### config.mk
export PLATFORM = sky130hd
export DESIGN_NAME = ps_demux_h264_nal_splitter
export DESIGN_NICKNAME = d
export VERILOG_FILES = /design/src/psd_pkg.sv /design/src/psd_front.sv /design/src/psd_queue.sv /design/src/psd_back.sv /design/src/ps_demux_h264_nal_splitter.sv
export SDC_FILE = /design/constraint.sdc
export NUM_CORES = 1
export LEC_CHECK = 0
export BUFFER_PORTS_ARGS = -buffer_cell sky130_fd_sc_hd__buf_2
export CORE_ASPECT_RATIO = 1.75
export CORE_MARGIN = 2
export CORE_UTILIZATION = 35
export CTS_CLUSTER_SIZE = 8
export DETAILED_ROUTE_END_ITERATION = 7
export HOLD_SLACK_MARGIN = 0.08
export PLACE_DENSITY = 0.62
export SYNTH_ARGS = -nofsm -noshare
export SYNTH_HDL_FRONTEND = slang
export SYNTH_SLANG_ARGS = --single-unit
### constraint.sdc
create_clock -name clk -period 3.9 [get_ports clk]
set_clock_uncertainty 0.1 [all_clocks]
set_input_delay 0.78 -clock clk [delete_from_list [all_inputs] [get_ports clk]]
set_output_delay 0.78 -clock clk [all_outputs]
set_load 0.01 [all_outputs]
### src/psd_pkg.sv
package psd_pkg;

	// classified payload beat handed from the parser to the output side
	typedef struct packed {
		logic [7:0] data;
		logic       kind;   // 0 video, 1 audio
		logic       first;  // first audio payload byte of a pes
	} beat_t;

	// default depth of the queue between parser and output side
	localparam int QUEUE_DEPTH = 4;

	// out_kind codes
	localparam logic KIND_VIDEO = 1'b0;
	localparam logic KIND_AUDIO = 1'b1;

	// nal unit type field and the key unit types
	localparam logic [7:0] NAL_TYPE_MASK = 8'h1F;
	localparam logic [4:0] NAL_IDR       = 5'd5;
	localparam logic [4:0] NAL_SPS       = 5'd7;
	localparam logic [4:0] NAL_PPS       = 5'd8;

endpackage

### src/psd_front.sv
module psd_front (
	input  logic                clk,
	input  logic                arst_n,
	input  logic                in_valid,
	output logic                in_ready,
	input  logic [7:0]          in_byte,
	output logic                push_valid,
	input  logic                push_ready,
	output psd_pkg::beat_t      push_beat
);

	// parse phase codes
	localparam logic [3:0] PH_SYNC    = 4'd0;
	localparam logic [3:0] PH_ID      = 4'd1;
	localparam logic [3:0] PH_PACK    = 4'd2;
	localparam logic [3:0] PH_SKIP    = 4'd3;
	localparam logic [3:0] PH_LEN_HI  = 4'd4;
	localparam logic [3:0] PH_LEN_LO  = 4'd5;
	localparam logic [3:0] PH_PLEN_HI = 4'd6;
	localparam logic [3:0] PH_PLEN_LO = 4'd7;
	localparam logic [3:0] PH_PHDR    = 4'd8;
	localparam logic [3:0] PH_POPT    = 4'd9;
	localparam logic [3:0] PH_PAYLOAD = 4'd10;

	// stream ids
	localparam logic [7:0] ID_PACK      = 8'hBA;
	localparam logic [7:0] ID_SYS_HDR   = 8'hBB;
	localparam logic [7:0] ID_MAP       = 8'hBC;
	localparam logic [7:0] ID_PRIVATE   = 8'hBD;
	localparam logic [7:0] ID_AUDIO_LO  = 8'hC0;
	localparam logic [7:0] ID_AUDIO_HI  = 8'hDF;
	localparam logic [7:0] ID_VIDEO_LO  = 8'hE0;
	localparam logic [7:0] ID_VIDEO_HI  = 8'hEF;
	localparam logic [7:0] PACK_HDR_LEN = 8'd10;
	localparam logic [7:0] PES_HDR_LEN  = 8'd3;

	logic [3:0]  phase_q, phase_n;
	logic [1:0]  zrun_q, zrun_n;
	logic [7:0]  sid_q, sid_n;
	logic [15:0] rem_q, rem_n;
	logic [7:0]  hdr_q, hdr_n;
	logic        afp_q, afp_n;
	logic [15:0] rem_dec;
	logic [7:0]  hdr_dec;
	logic        is_video;
	logic        accept;

	assign in_ready = push_ready;
	assign accept   = in_valid && in_ready;

	assign rem_dec  = (rem_q != 16'd0) ? 16'(rem_q - 16'd1) : rem_q;
	assign hdr_dec  = (hdr_q != 8'd0) ? 8'(hdr_q - 8'd1) : hdr_q;
	assign is_video = (sid_q inside {[ID_VIDEO_LO:ID_VIDEO_HI]});

	// next parse state and payload classification for the incoming byte
	always_comb begin
		phase_n    = phase_q;
		zrun_n     = zrun_q;
		sid_n      = sid_q;
		rem_n      = rem_q;
		hdr_n      = hdr_q;
		afp_n      = afp_q;
		push_valid = 1'b0;
		push_beat.data  = in_byte;
		push_beat.kind  = is_video ? psd_pkg::KIND_VIDEO : psd_pkg::KIND_AUDIO;
		push_beat.first = !is_video && afp_q;
		case (phase_q)
			PH_ID: begin
				sid_n  = in_byte;
				zrun_n = 2'd0;
				if (in_byte == ID_PACK) begin
					hdr_n   = PACK_HDR_LEN;
					phase_n = PH_PACK;
				end else if (in_byte inside {ID_SYS_HDR, ID_MAP, ID_PRIVATE}) begin
					phase_n = PH_LEN_HI;
				end else if (in_byte inside {[ID_AUDIO_LO:ID_VIDEO_HI]}) begin
					phase_n = PH_PLEN_HI;
				end else begin
					zrun_n  = (in_byte == 8'd0) ? 2'd1 : 2'd0;
					phase_n = PH_SYNC;
				end
			end
			PH_PACK: begin
				hdr_n = hdr_dec;
				if (hdr_dec == 8'd0) begin
					rem_n   = {13'd0, in_byte[2:0]};
					phase_n = (in_byte[2:0] != 3'd0) ? PH_SKIP : PH_SYNC;
				end
			end
			PH_SKIP: begin
				rem_n = rem_dec;
				if (rem_dec == 16'd0) begin
					phase_n = PH_SYNC;
				end
			end
			PH_LEN_HI, PH_PLEN_HI: begin
				rem_n   = {in_byte, 8'd0};
				phase_n = 4'(phase_q + 4'd1);
			end
			PH_LEN_LO: begin
				rem_n   = {rem_q[15:8], in_byte};
				phase_n = ({rem_q[15:8], in_byte} != 16'd0) ? PH_SKIP : PH_SYNC;
			end
			PH_PLEN_LO: begin
				rem_n = {rem_q[15:8], in_byte};
				if ({rem_q[15:8], in_byte} == 16'd0) begin
					phase_n = PH_SYNC;
				end else begin
					hdr_n   = PES_HDR_LEN;
					phase_n = PH_PHDR;
				end
			end
			PH_PHDR: begin
				rem_n = 16'(rem_q - 16'd1);
				hdr_n = hdr_dec;
				if (rem_n == 16'd0) begin
					phase_n = PH_SYNC;
				end else if (hdr_dec == 8'd0) begin
					hdr_n   = in_byte;
					afp_n   = (sid_q inside {[ID_AUDIO_LO:ID_AUDIO_HI]});
					phase_n = (in_byte != 8'd0) ? PH_POPT : PH_PAYLOAD;
				end
			end
			PH_POPT: begin
				rem_n = 16'(rem_q - 16'd1);
				hdr_n = hdr_dec;
				if (rem_n == 16'd0) begin
					phase_n = PH_SYNC;
				end else if (hdr_dec == 8'd0) begin
					phase_n = PH_PAYLOAD;
				end
			end
			PH_PAYLOAD: begin
				rem_n      = rem_dec;
				push_valid = in_valid;
				if (rem_dec == 16'd0) begin
					phase_n = PH_SYNC;
				end
				if (!is_video) begin
					afp_n = 1'b0;
				end
			end
			default: begin
				// start code hunt
				phase_n = PH_SYNC;
				if (in_byte == 8'd0) begin
					if (zrun_q < 2'd2) begin
						zrun_n = 2'(zrun_q + 2'd1);
					end
				end else if (in_byte == 8'd1 && zrun_q >= 2'd2) begin
					zrun_n  = 2'd0;
					phase_n = PH_ID;
				end else begin
					zrun_n = 2'd0;
				end
			end
		endcase
	end

	// parser state, updated on every accepted beat
	always_ff @(posedge clk or negedge arst_n) begin
		if (!arst_n) begin
			phase_q <= PH_SYNC;
			zrun_q  <= 2'd0;
			sid_q   <= 8'd0;
			rem_q   <= 16'd0;
			hdr_q   <= 8'd0;
			afp_q   <= 1'b0;
		end else if (accept) begin
			phase_q <= phase_n;
			zrun_q  <= zrun_n;
			sid_q   <= sid_n;
			rem_q   <= rem_n;
			hdr_q   <= hdr_n;
			afp_q   <= afp_n;
		end
	end

	// payload is only pushed from the payload phase
	a_push_phase: assert property (@(posedge clk) disable iff (!arst_n)
		push_valid |-> phase_q == PH_PAYLOAD)
		else $error("payload push outside payload phase");

	// a first-byte mark never goes with video
	a_first_audio: assert property (@(posedge clk) disable iff (!arst_n)
		push_valid && push_beat.first |-> push_beat.kind == psd_pkg::KIND_AUDIO)
		else $error("first mark on video beat");

endmodule

### src/psd_queue.sv
module psd_queue #(
	parameter int Depth = psd_pkg::QUEUE_DEPTH
) (
	input  logic           clk,
	input  logic           arst_n,
	input  logic           push_valid,
	output logic           push_ready,
	input  psd_pkg::beat_t push_beat,
	output logic           pop_valid,
	input  logic           pop_ready,
	output psd_pkg::beat_t pop_beat
);

	localparam int PtrW = (Depth > 1) ? $clog2(Depth) : 1;
	localparam int CntW = $clog2(Depth + 1);
	localparam logic [PtrW-1:0] LastPtr = PtrW'(Depth - 1);
	localparam logic [CntW-1:0] FullCnt = CntW'(Depth);

	psd_pkg::beat_t mem_q [Depth];
	logic [PtrW-1:0] wr_ptr_q, rd_ptr_q;
	logic [CntW-1:0] cnt_q;
	logic            do_push, do_pop;

	assign push_ready = (cnt_q != FullCnt);
	assign pop_valid  = (cnt_q != '0);
	assign pop_beat   = mem_q[rd_ptr_q];
	assign do_push    = push_valid && push_ready;
	assign do_pop     = pop_valid && pop_ready;

	// storage
	always_ff @(posedge clk) begin
		if (do_push) begin
			mem_q[wr_ptr_q] <= push_beat;
		end
	end

	// pointers and fill count
	always_ff @(posedge clk or negedge arst_n) begin
		if (!arst_n) begin
			wr_ptr_q <= '0;
			rd_ptr_q <= '0;
			cnt_q    <= '0;
		end else begin
			if (do_push) begin
				wr_ptr_q <= (wr_ptr_q == LastPtr) ? '0 : PtrW'(wr_ptr_q + 1'b1);
			end
			if (do_pop) begin
				rd_ptr_q <= (rd_ptr_q == LastPtr) ? '0 : PtrW'(rd_ptr_q + 1'b1);
			end
			if (do_push && !do_pop) begin
				cnt_q <= CntW'(cnt_q + 1'b1);
			end else if (do_pop && !do_push) begin
				cnt_q <= CntW'(cnt_q - 1'b1);
			end
		end
	end

	a_cnt_range: assert property (@(posedge clk) disable iff (!arst_n)
		cnt_q <= FullCnt)
		else $error("queue count beyond depth");

	// count and pointers agree when the queue is empty
	a_empty_ptrs: assert property (@(posedge clk) disable iff (!arst_n)
		cnt_q == '0 |-> wr_ptr_q == rd_ptr_q)
		else $error("queue pointers disagree with empty count");

endmodule

### src/psd_back.sv
module psd_back (
	input  logic           clk,
	input  logic           arst_n,
	input  logic           pop_valid,
	output logic           pop_ready,
	input  psd_pkg::beat_t pop_beat,
	output logic           out_valid,
	input  logic           out_ready,
	output logic [7:0]     out_byte,
	output logic           out_kind,
	output logic           unit_start,
	output logic           key_unit
);

	logic [7:0] w0_q, w1_q, w2_q, w3_q;
	logic [2:0] fill_q;
	logic [1:0] skip_q;
	logic       open_q;
	logic       out_valid_q;
	logic [7:0] out_byte_q;
	logic       out_kind_q, unit_start_q, key_unit_q;
	logic       do_pop, is_video, win_full;
	logic       sc3, sc4;
	logic [4:0] nal_type;
	logic       nal_key;

	assign out_valid  = out_valid_q;
	assign out_byte   = out_byte_q;
	assign out_kind   = out_kind_q;
	assign unit_start = unit_start_q;
	assign key_unit   = key_unit_q;

	assign pop_ready = !out_valid_q || out_ready;
	assign do_pop    = pop_valid && pop_ready;
	assign is_video  = (pop_beat.kind == psd_pkg::KIND_VIDEO);
	assign win_full  = (fill_q == 3'd4);

	// nal start code test on the window, nal type from the window or the new byte
	assign sc3 = (skip_q == 2'd0) && (w0_q == 8'd0) && (w1_q == 8'd0) && (w2_q == 8'd1);
	assign sc4 = (skip_q == 2'd0) && (w0_q == 8'd0) && (w1_q == 8'd0) && (w2_q == 8'd0)
		&& (w3_q == 8'd1);
	assign nal_type = sc3 ? w3_q[4:0] & psd_pkg::NAL_TYPE_MASK[4:0]
		: pop_beat.data[4:0] & psd_pkg::NAL_TYPE_MASK[4:0];
	assign nal_key  = (nal_type == psd_pkg::NAL_IDR) || (nal_type == psd_pkg::NAL_SPS)
		|| (nal_type == psd_pkg::NAL_PPS);

	// video window bytes
	always_ff @(posedge clk) begin
		if (do_pop && is_video) begin
			if (win_full) begin
				w0_q <= w1_q;
				w1_q <= w2_q;
				w2_q <= w3_q;
				w3_q <= pop_beat.data;
			end else begin
				case (fill_q[1:0])
					2'd0: w0_q <= pop_beat.data;
					2'd1: w1_q <= pop_beat.data;
					2'd2: w2_q <= pop_beat.data;
					default: w3_q <= pop_beat.data;
				endcase
			end
		end
	end

	// window control and output register
	always_ff @(posedge clk or negedge arst_n) begin
		if (!arst_n) begin
			fill_q      <= 3'd0;
			skip_q      <= 2'd0;
			open_q      <= 1'b0;
			out_valid_q <= 1'b0;
		end else begin
			if (do_pop) begin
				if (!is_video) begin
					out_valid_q <= 1'b1;
				end else if (!win_full) begin
					fill_q      <= 3'(fill_q + 3'd1);
					out_valid_q <= 1'b0;
				end else begin
					if (skip_q != 2'd0) begin
						skip_q <= 2'(skip_q - 2'd1);
					end else if (sc3) begin
						skip_q <= 2'd2;
					end else if (sc4) begin
						skip_q <= 2'd3;
					end
					if (sc3 || sc4) begin
						open_q <= 1'b1;
					end
					out_valid_q <= open_q || sc3 || sc4;
				end
			end else if (out_ready) begin
				out_valid_q <= 1'b0;
			end
		end
	end

	// result payload
	always_ff @(posedge clk) begin
		if (do_pop) begin
			if (!is_video) begin
				out_byte_q   <= pop_beat.data;
				out_kind_q   <= psd_pkg::KIND_AUDIO;
				unit_start_q <= pop_beat.first;
				key_unit_q   <= 1'b0;
			end else begin
				out_byte_q   <= w0_q;
				out_kind_q   <= psd_pkg::KIND_VIDEO;
				unit_start_q <= sc3 || sc4;
				key_unit_q   <= (sc3 || sc4) && nal_key;
			end
		end
	end

	a_key_start: assert property (@(posedge clk) disable iff (!arst_n)
		out_valid_q && key_unit_q |-> unit_start_q)
		else $error("key unit without unit start");

	a_audio_nokey: assert property (@(posedge clk) disable iff (!arst_n)
		out_valid_q && out_kind_q == psd_pkg::KIND_AUDIO |-> !key_unit_q)
		else $error("key unit on audio");

	// no video result before a nal unit has been opened
	a_video_open: assert property (@(posedge clk) disable iff (!arst_n)
		out_valid_q && out_kind_q == psd_pkg::KIND_VIDEO |-> open_q)
		else $error("video byte before first nal start code");

	a_fill_range: assert property (@(posedge clk) disable iff (!arst_n)
		fill_q <= 3'd4)
		else $error("window fill out of range");

endmodule

### src/ps_demux_h264_nal_splitter.sv
// Program stream demultiplexer with h.264 nal splitting. Takes one raw program
// stream byte per beat and sustains one byte per clock while the queue is not
// full: a parser front end classifies each byte in the cycle it is taken, a
// small queue (QueueDepth beats) decouples it from the output side, and the
// output side holds one registered result. A payload byte passes through the
// queue and then the output register; headers and skipped packets produce
// nothing. Video bytes pass through a four-byte nal start code window, so the
// last four video bytes stay inside the block until further video payload
// pushes them out. Audio bytes leave directly with the first payload byte of
// each pes marked. There is no clearing pass after reset.
module ps_demux_h264_nal_splitter #(
	parameter int QueueDepth = psd_pkg::QUEUE_DEPTH
) (
	input  logic       clk,
	input  logic       arst_n,
	input  logic       in_valid,
	output logic       in_ready,
	input  logic [7:0] in_byte,
	output logic       out_valid,
	input  logic       out_ready,
	output logic [7:0] out_byte,
	output logic       out_kind,
	output logic       unit_start,
	output logic       key_unit
);

	logic           push_valid, push_ready;
	psd_pkg::beat_t push_beat;
	logic           pop_valid, pop_ready;
	psd_pkg::beat_t pop_beat;

	// stream parser
	psd_front u_front (
		.clk        (clk),
		.arst_n     (arst_n),
		.in_valid   (in_valid),
		.in_ready   (in_ready),
		.in_byte    (in_byte),
		.push_valid (push_valid),
		.push_ready (push_ready),
		.push_beat  (push_beat)
	);

	// payload beat queue
	psd_queue #(
		.Depth (QueueDepth)
	) u_queue (
		.clk        (clk),
		.arst_n     (arst_n),
		.push_valid (push_valid),
		.push_ready (push_ready),
		.push_beat  (push_beat),
		.pop_valid  (pop_valid),
		.pop_ready  (pop_ready),
		.pop_beat   (pop_beat)
	);

	// nal window and output register
	psd_back u_back (
		.clk        (clk),
		.arst_n     (arst_n),
		.pop_valid  (pop_valid),
		.pop_ready  (pop_ready),
		.pop_beat   (pop_beat),
		.out_valid  (out_valid),
		.out_ready  (out_ready),
		.out_byte   (out_byte),
		.out_kind   (out_kind),
		.unit_start (unit_start),
		.key_unit   (key_unit)
	);

endmodule
* Word-level counts from Yosys, hierarchy flattened
Memories as Yosys holds them, arrays and structs flattened.
Index checks and enable logic that the tools add are counted.
** Word-level totals
- Flip-flop bits (word level) :: 96
- Memories :: 1
- Bits in writable memories :: 40
- Word-level logic and storage cells :: 221
** Memories
- u_queue.mem_q :: words 4, width 10, read ports 1, clocked after memory_dff 0, wr ports 1, RTL line psd_queue.sv:19 : psd_pkg::beat_t mem_q [Depth];
** Cells by class
- Bitwise logic cells :: 4
- Magnitude comparators :: 8
- $add $sub $neg :: 10
- Equal/unequal tests :: 37
- Muxes and demuxes :: 63
- Reduce and logical (&&, ||, !) cells :: 76
** Operators by type and width (count)
- $mux 8 :: 14
- $pmux 16 s5 :: 1
- $logic_not 16->1 :: 3
- $logic_not 8->1 :: 5
- $mux 4 :: 10
- $eq 8x8->1 const B :: 4
- $mux 16 :: 2
- $pmux 4 s8 :: 1
- $pmux 8 s4 :: 1
- $reduce_bool 16->1 :: 2
- $mux 2 :: 13
- $eq 8x1->1 const B :: 3
- $ge 8x8->1 const B :: 3
- $le 8x8->1 const B :: 3
- $logic_and 1x1->1 :: 17
- $eq 4x3->1 const B :: 4
- $reduce_and 4->1 :: 4
- $reduce_bool 8->1 :: 2
- $sub 16x1->16 const B :: 1
- $mux 1 :: 15
- $reduce_bool 2->1 :: 7
- $eq 4x4->1 const B :: 3
- $reduce_bool 3->1 :: 4
- $eq 5x3->1 const B :: 2
- 34 further kinds :: 74

* Longest topological paths before layout
Gate-level depths: netlist of the first run.
- Depth in word-level cells :: 9
- Depth in mapped cells :: 11
- Mapped depth without buffers :: 10

* Modules after synthesis
A second synthesis of the first run with hierarchy kept.
** Unflattened totals
- Cells, all modules :: 637
- Area total of the unflattened synthesis :: 7079.3 um^2
** By module, submodules not included
- psd_front :: sequential area each 875.8 um^2, times used 1, cells each 366, area an instance 2974.1 um^2
- psd_back :: sequential area each 1466.4 um^2, times used 1, cells each 183, area an instance 2225.9 um^2
- psd_queue :: sequential area each 1376.3 um^2, times used 1, cells each 88, area an instance 1879.3 um^2

* Least setup slack after synthesis of the first run
No wires, ideal clock.
- Path kind :: register to register
- Start :: reg u_front.hdr_q[0]
- End :: reg u_front.rem_q[9]
- Stages on the path, launching flop included :: 11
- Library setup time :: 0.121 ns
- Setup slack :: 0.688 ns
- Arrival :: 2.991 ns
- Required time :: 3.679 ns
- Path through :: dfrtp_1 > inv_1 > ha_1 > or4b_2 > nand2b_4 > o32a_2 > o41a_1 > or4_1 > buf_2 > a31o_1 > a22o_1
** On the way
- Word-level cells in the longest chain between the ends :: 5
- Elaborated cells between the ends (all ways) :: 6
** RTL lines
- start: declaration :: RTL line psd_front.sv:41 : logic [7:0] hdr_q, hdr_n;
- start signal: assignment :: RTL line psd_front.sv:174 : hdr_q <= hdr_n;
- $sub 8x1->8 / $reduce_bool 8->1 (equally long branches) :: RTL line psd_front.sv:52 : assign hdr_dec = (hdr_q != 8'd0) ? 8'(hdr_q - 8'd1) : hdr_q;
- $mux 8 (*) :: RTL line psd_front.sv:52
- $logic_not 8->1 (*) :: RTL line psd_front.sv:85 : if (hdr_dec == 8'd0) begin
- $ne 2x1->1 (no line) (*)
- $reduce_and 4->1 (no line) (*)
- end signal: assignment :: RTL line psd_front.sv:173 : rem_q <= rem_n;
- end: declaration :: RTL line psd_front.sv:40 : logic [15:0] rem_q, rem_n;
Every way passes the cells marked *; elsewhere a longest branch is shown, timed or not.
A chain may end at the register's enable or synchronous reset.

* Worst setup path in the final report of the first run
Same ends and word-level chain as after synthesis.

==> flow_metrics.tcl, run 1 <==
set metrics [dict create \
    clock_sinks 132 \
    drv_slew 0 \
    synthCells 612 \
    final_hold_viol_count 0 \
    vias_per_cell 5.64 \
    drive_above_1_share_pct 17.8 \
    avgSynthCellArea_um2 11.3 \
    worst_pin_slew_ns 0.923 \
    cp_top_family "simple AND/OR/NAND/NOR gates" \
    cp-start-kind "register" \
    setup_viol 0 \
    netlist_area_um2 6890 \
    grt_overflow 0 \
    ff2ff_setup_slack_ns 0.38 \
    start_util_pct 35.9 \
    worst_ep_required_time_ns 4.11 \
    antenna_found_initial 0 \
    track_usage_pct 18.4 \
    fmax_mhz 284 \
    grt_pass1_wl_um 28400 \
    clockRootBuffer "clkbuf_16" \
    synth_fp_nets 644 \
    total_leakage_power_nw 3.01 \
    period_minus_slack_ns 3.52 \
    seq_area_um2 3720 \
    numCtsBuffers 17 \
    grt_setup_unrepaired "no" \
    cts_resized 0 \
    irDropWorstVdd_mv 0.404 \
    cp_cell_sequence "inv_1 > ha_1 > or4b_2 > nand2b_4 > o32a_2 > o41a_1 > or4_1 > a31o_1 > a22o_1" \
    first_pass_iters 6 \
    max_stage_delay_ns 0.69 \
    core_area_um2 19200 \
    setup_ws_ns 0.377 \
    multiInputGateArea_um2 2970 \
    io_pins 25 \
    p_per_area_nw_per_um2 818 \
    crit_buf_inv 1 \
    place_ws_ns 0.102 \
    htree_levels 4 \
    arrival_ns 3.73 \
    async_flop_share_pct 37.1 \
    worstSetupPathType "register to register" \
    yosys_register_bits 132 \
    hpwl_um 13600 \
    netlist.area_leader.share_pct 36.2 \
    synth.area.top_cells "edfxtp_1 36%, dfrtp_1 18%, nand2_1 5.5%" \
    status "complete, no violations" \
    vias 5074 \
    p_total_mw 6.42 \
    fp.dieH_um 190 \
    ant_nets 0 \
    holdWs_ns 0.254 \
    tns_ns 0 \
    cap_violations 0 \
    grt_pass1_vias 5347 \
    chipWidth_um 110 \
    period_share_pct 90.3 \
    yosys_warnings 0 \
    place_congestion 0.937 \
    hp-class "input port to asynchronous set/reset pin" \
    ys_types 80 \
    antenna_cells 0 \
    cts.clk_slew.worst_paths_ns 0.06 \
    clockBufferDepth 2 \
    postCtsHoldBufs 0 \
    rows 67 \
    drc 0 \
    cts_tree "yes" \
    wl_per_cell_um 19.9 \
    syn_to_final_growth_pct 14.0 \
    clock_latency_ns 0.43 \
    slew_headroom_pct 37.8 \
    grt_start_max_net_pins 32 \
    postCtsSetupRepairBufs 0 \
    synth-main-ff-cell "edfxtp_1" \
    fin_nets 678 \
    drt_wl_total_um 17900 \
    cpMaxStageDelayCell "or4b_2" \
    io_buffers 24 \
    critPathMaxFanout 8 \
    worstSetupEndpointType "register" \
    yosys.area.top_type "edfxtp_1" \
    synth_edf_count 83 \
    first_iter_violations 303 \
    fillCellCount 1806 \
    synth-seq-area-share_pct 54.0 \
    die-area_um2 20900 \
]
-- worst reg2reg max path, stage by stage, from the launching register on --
cell	delay, ns
dfrtp_1	0.43
inv_1	0.12
ha_1	0.26
or4b_2	0.69
nand2b_4	0.21
o32a_2	0.21
o41a_1	0.36
or4_1	0.59
a31o_1	0.26
a22o_1	0.18
-- cells in the mapped netlist, types with 9 or more instances --
master,number
nor2_1,37
inv_1,22
nand3_1,10
dfrtp_1,49
nor3_1,17
o21a_1,9
nand2_1,101
ha_1,19
o21ai_0,30
a21oi_1,22
mux4_2,10
xnor2_1,12
clkbuf_1,13
nor4_1,16
edfxtp_1,83
and2_1,9
mux2_2,13
-- layer usage --
metal / wire [um] / GRT usage [%] / vias up
met3: 694 / 3.80 / 69
met5: 0 / 0 / -
li1: - / - / 2377
met1: 6150 / 17.7 / 2458
met4: 1270 / 13.0 / 0
met2: 9820 / 33.5 / 170
-- power breakdown --
part | leakage, nW | internal [mW] | total (mW) | switching (mW)
combinational | 1.35 | 1.00 | 2.53 | 1.53
clock | 0.270 | 0.920 | 1.56 | 0.640
sequential | 1.38 | 1.96 | 2.33 | 0.369
total | 3.01 | 3.88 | 6.42 | 2.54
-- metrics by stage --
step                utilization (%)  instances  cell area (um^2)
global route                   40.9        900              7850
floorplan                         -        612              6890
CTS                            40.9        900              7850
detailed placement             37.9        868              7280
finish                         40.9        900              7850
global placement               37.9        868              7280
-- path summary, 6_finish.rpt --
kind,from,to,depth (start not counted)
max,u_front.hdr_q[0],u_front.rem_q[9],9
min,arst_n,u_front.rem_q[6],1
max reg2reg,u_front.hdr_q[0],u_front.rem_q[9],9
min reg2reg,u_back.open_q,u_back.open_q,1
max in group asynchronous,arst_n,u_front.hdr_q[4],2
min in group clk,u_back.open_q,u_back.open_q,1
-- sequential cells by signal (all words and copies together) (netlist names), 2 cells and up --
| signal | flops |
|---|---|
| u_back.fill_q | 3 |
| u_queue.rd_ptr_q | 2 |
| u_back.w2_q | 8 |
| u_front.phase_q | 4 |
| u_front.rem_q | 16 |
| u_queue.mem_q | 40 |
| u_queue.wr_ptr_q | 2 |
| u_queue.cnt_q | 3 |
| u_back.w1_q | 8 |
| u_front.sid_q | 4 |
| u_back.out_byte | 8 |
| u_back.w0_q | 8 |
| u_front.hdr_q | 8 |
| u_back.skip_q | 2 |
| u_front.zrun_q | 2 |
| u_back.w3_q | 8 |
-- logic make-up after synthesis --
kind of cell	count (synthesis)	synth area share, %
and+or+nand+nor	242	17.7
DFF	132	54.0
muxes	27	5.98
AOI/OAI and AO/OA	133	13.7
adders and majority gates	20	3.74
buffers and inverters	43	2.93
xor gates and xnor gates	15	1.91
-- layout make-up --
class / count / area share (%)
Clock buffer: 20 / 5.81
Clock inverter: 12 / 1.50
Inverter: 22 / 1.05
Multi-Input combinational cell: 437 / 37.8
Sequential cell: 132 / 47.3
Tap cell: 241 / 3.84
Timing Repair Buffer: 36 / 2.68
-- layout by cell type, fill, tap and decap left out, types with 12 or more instances in the layout --
cell / netlist / layout
a21oi_1: 22 / 22
nor2_1: 37 / 37
mux2_2: 13 / 13
edfxtp_1: 83 / 83
nor3_1: 17 / 17
clkbuf_16: 0 / 17
ha_1: 19 / 19
buf_2: 3 / 24
inv_1: 22 / 22
o21ai_0: 30 / 30
dfrtp_1: 49 / 49
nor4_1: 16 / 16
buf_4: 0 / 12
nand2_1: 101 / 101
xnor2_1: 12 / 12
No activity file was read; power rests on OpenSTA's default activity.
==> run 2, diff against run 1 <==
--- a/config.mk
+++ b/config.mk
@@ -8,11 +8,11 @@
 export BUFFER_PORTS_ARGS = -buffer_cell sky130_fd_sc_hd__buf_2
 export CORE_ASPECT_RATIO = 1.75
 export CORE_MARGIN = 2
-export CORE_UTILIZATION = 35
+export CORE_UTILIZATION = 40
 export CTS_CLUSTER_SIZE = 8
 export DETAILED_ROUTE_END_ITERATION = 7
 export HOLD_SLACK_MARGIN = 0.08
-export PLACE_DENSITY = 0.62
+export PLACE_DENSITY = 0.68
 export SYNTH_ARGS = -nofsm -noshare
 export SYNTH_HDL_FRONTEND = slang
 export SYNTH_SLANG_ARGS = --single-unit
==> constraint.sdc (replaced) <==
create_clock -name clk -period 3.9 [get_ports clk]
set_clock_uncertainty 0.1 [all_clocks]
set_input_delay 0.78 -clock clk [delete_from_list [all_inputs] [get_ports clk]]
set_output_delay 0.78 -clock clk [all_outputs]
set_load 0.005 [all_outputs]
==> flow_metrics.tcl, run 2 (same netlist as run 1, synthesis figures left out) <==
set metrics [dict create \
    tns_ns 0 \
    clockRootBuffer "clkbuf_16" \
    layout_commonest_cell "nand2_1" \
    ff2ff_setup_slack_ns 0.33 \
    worstSetupEndpointType "register" \
    place_congestion 0.980 \
    largest_register "u_queue.mem_q" \
    first_iter_violations 320 \
    critPathMaxFanout 8 \
    final_hold_viol_count 0 \
    rr_worst_depth 9 \
    chipWidth_um 103 \
    cts_tree "yes" \
    hp-class "input port to asynchronous set/reset pin" \
    period_minus_slack_ns 3.57 \
    rr_startpoint "u_front.hdr_q[0]" \
    worstSetupPathType "register to register" \
    arrival_ns 3.78 \
    fp.dieH_um 178 \
    p_per_area_nw_per_um2 820 \
    cap_violations 0 \
    worst_pin_slew_ns 1.08 \
    ant_nets 0 \
    vias 5076 \
    vias_per_cell 5.73 \
    fin_nets 678 \
    setup_viol 0 \
    die-area_um2 18300 \
    holdWs_ns 0.213 \
    core_area_um2 16900 \
    clockBufferDepth 2 \
    syn_to_final_growth_pct 14.0 \
    grt_pass1_wl_um 28800 \
    layout.cells.non_filler 886 \
    antenna_cells 0 \
    total_leakage_power_nw 3.02 \
    io_buffers 24 \
    numCtsBuffers 17 \
    irDropWorstVdd_mv 0.547 \
    largest_registers "u_queue.mem_q (40), u_front.rem_q (16)" \
    drive_above_1_share_pct 17.9 \
    fmax_mhz 280 \
    period_share_pct 91.6 \
    antenna_found_initial 0 \
    grt_pass1_vias 5415 \
    wl_per_cell_um 20.4 \
    p_total_mw 6.44 \
    track_usage_pct 21.1 \
    clock_latency_ns 0.42 \
    r2r_end "u_front.rem_q[12]" \
    cts.clk_slew.worst_paths_ns 0.07 \
    postCtsSetupRepairBufs 0 \
    clock_sinks 132 \
    hpwl_um 13300 \
    cts_resized 0 \
    htree_levels 4 \
    post-place-cells 854 \
    start_util_pct 40.8 \
    rows 63 \
    drc 0 \
    io_pins 25 \
    slew_headroom_pct 27.1 \
    cp-start-kind "register" \
    drt_wl_total_um 18100 \
    postCtsHoldBufs 0 \
    grt_setup_unrepaired "no" \
    largest_reg_flops 40 \
    grt_overflow 0 \
    grt_start_max_net_pins 30 \
    first_pass_iters 7 \
    status "complete, no violations" \
    worst_ep_required_time_ns 4.10 \
    drv_slew 0 \
    final_cell_mix "101 x nand2_1, 83 x edfxtp_1, 49 x dfrtp_1, 37 x nor2_1, 30 x o21ai_0" \
]
-- run 2: worst max-delay path, stage by stage, from the launching register on --
cell      delay (ns)
dfrtp_1         0.42
inv_1           0.12
ha_1            0.27
or4b_2          0.69
nand2b_4        0.21
o32a_2          0.21
o41a_1          0.39
or4_1           0.61
a31o_1          0.26
a22o_1          0.18
-- run 2: worst max path at each step --
stage                           from                end  slack (ns)  cells past startpoint
finish              u_front.hdr_q[0]  u_front.rem_q[12]        0.33                      9
global route        u_front.hdr_q[0]   u_front.rem_q[9]        0.19                      9
CTS                 u_front.hdr_q[0]  u_front.rem_q[12]        0.37                      9
detailed placement  u_front.hdr_q[0]  u_front.rem_q[12]        0.38                      9
global placement    u_front.hdr_q[0]  u_front.rem_q[12]        0.46                      9
floorplan           u_front.hdr_q[0]   u_front.rem_q[9]        0.69                     10
-- run 2: final cells by class --
| type | count | area [um^2] |
|---|---|---|
| clock inverters | 15 | 164 |
| clock buffers | 17 | 425 |
| flip-flops and latches | 132 | 3720 |
| well taps | 227 | 284 |
| repair buffers | 36 | 210 |
| inverters | 22 | 82.6 |
| multi-input cells | 437 | 2970 |
| fillers | 1593 | 9020 |
-- run 2: per-stage QoR --
stage	utilization (%)	setup WS [ns]	area, um^2
floorplan	-	0.688	6890
global placement	43.1	0.465	7260
detailed placement	43.1	0.385	7260
CTS	46.5	0.367	7850
global route	46.5	0.189	7850
finish	46.5	0.326	7850
-- run 2: power by group --
| group | leakage [nW] | total (mW) | internal, mW | switching [mW] |
|---|---|---|---|---|
| clock | 0.285 | 1.60 | 0.908 | 0.689 |
| combinational | 1.35 | 2.51 | 1.00 | 1.50 |
| sequential | 1.38 | 2.33 | 1.96 | 0.373 |
| total | 3.02 | 6.44 | 3.87 | 2.57 |
-- run 2: per-layer routing --
layer | track usage [%] | share of wire (%)
met1 | 21.0 | 34
met2 | 39.7 | 57
met3 | 3.15 | 4.1
met4 | 12.7 | 5.2
met5 | 0 | 0
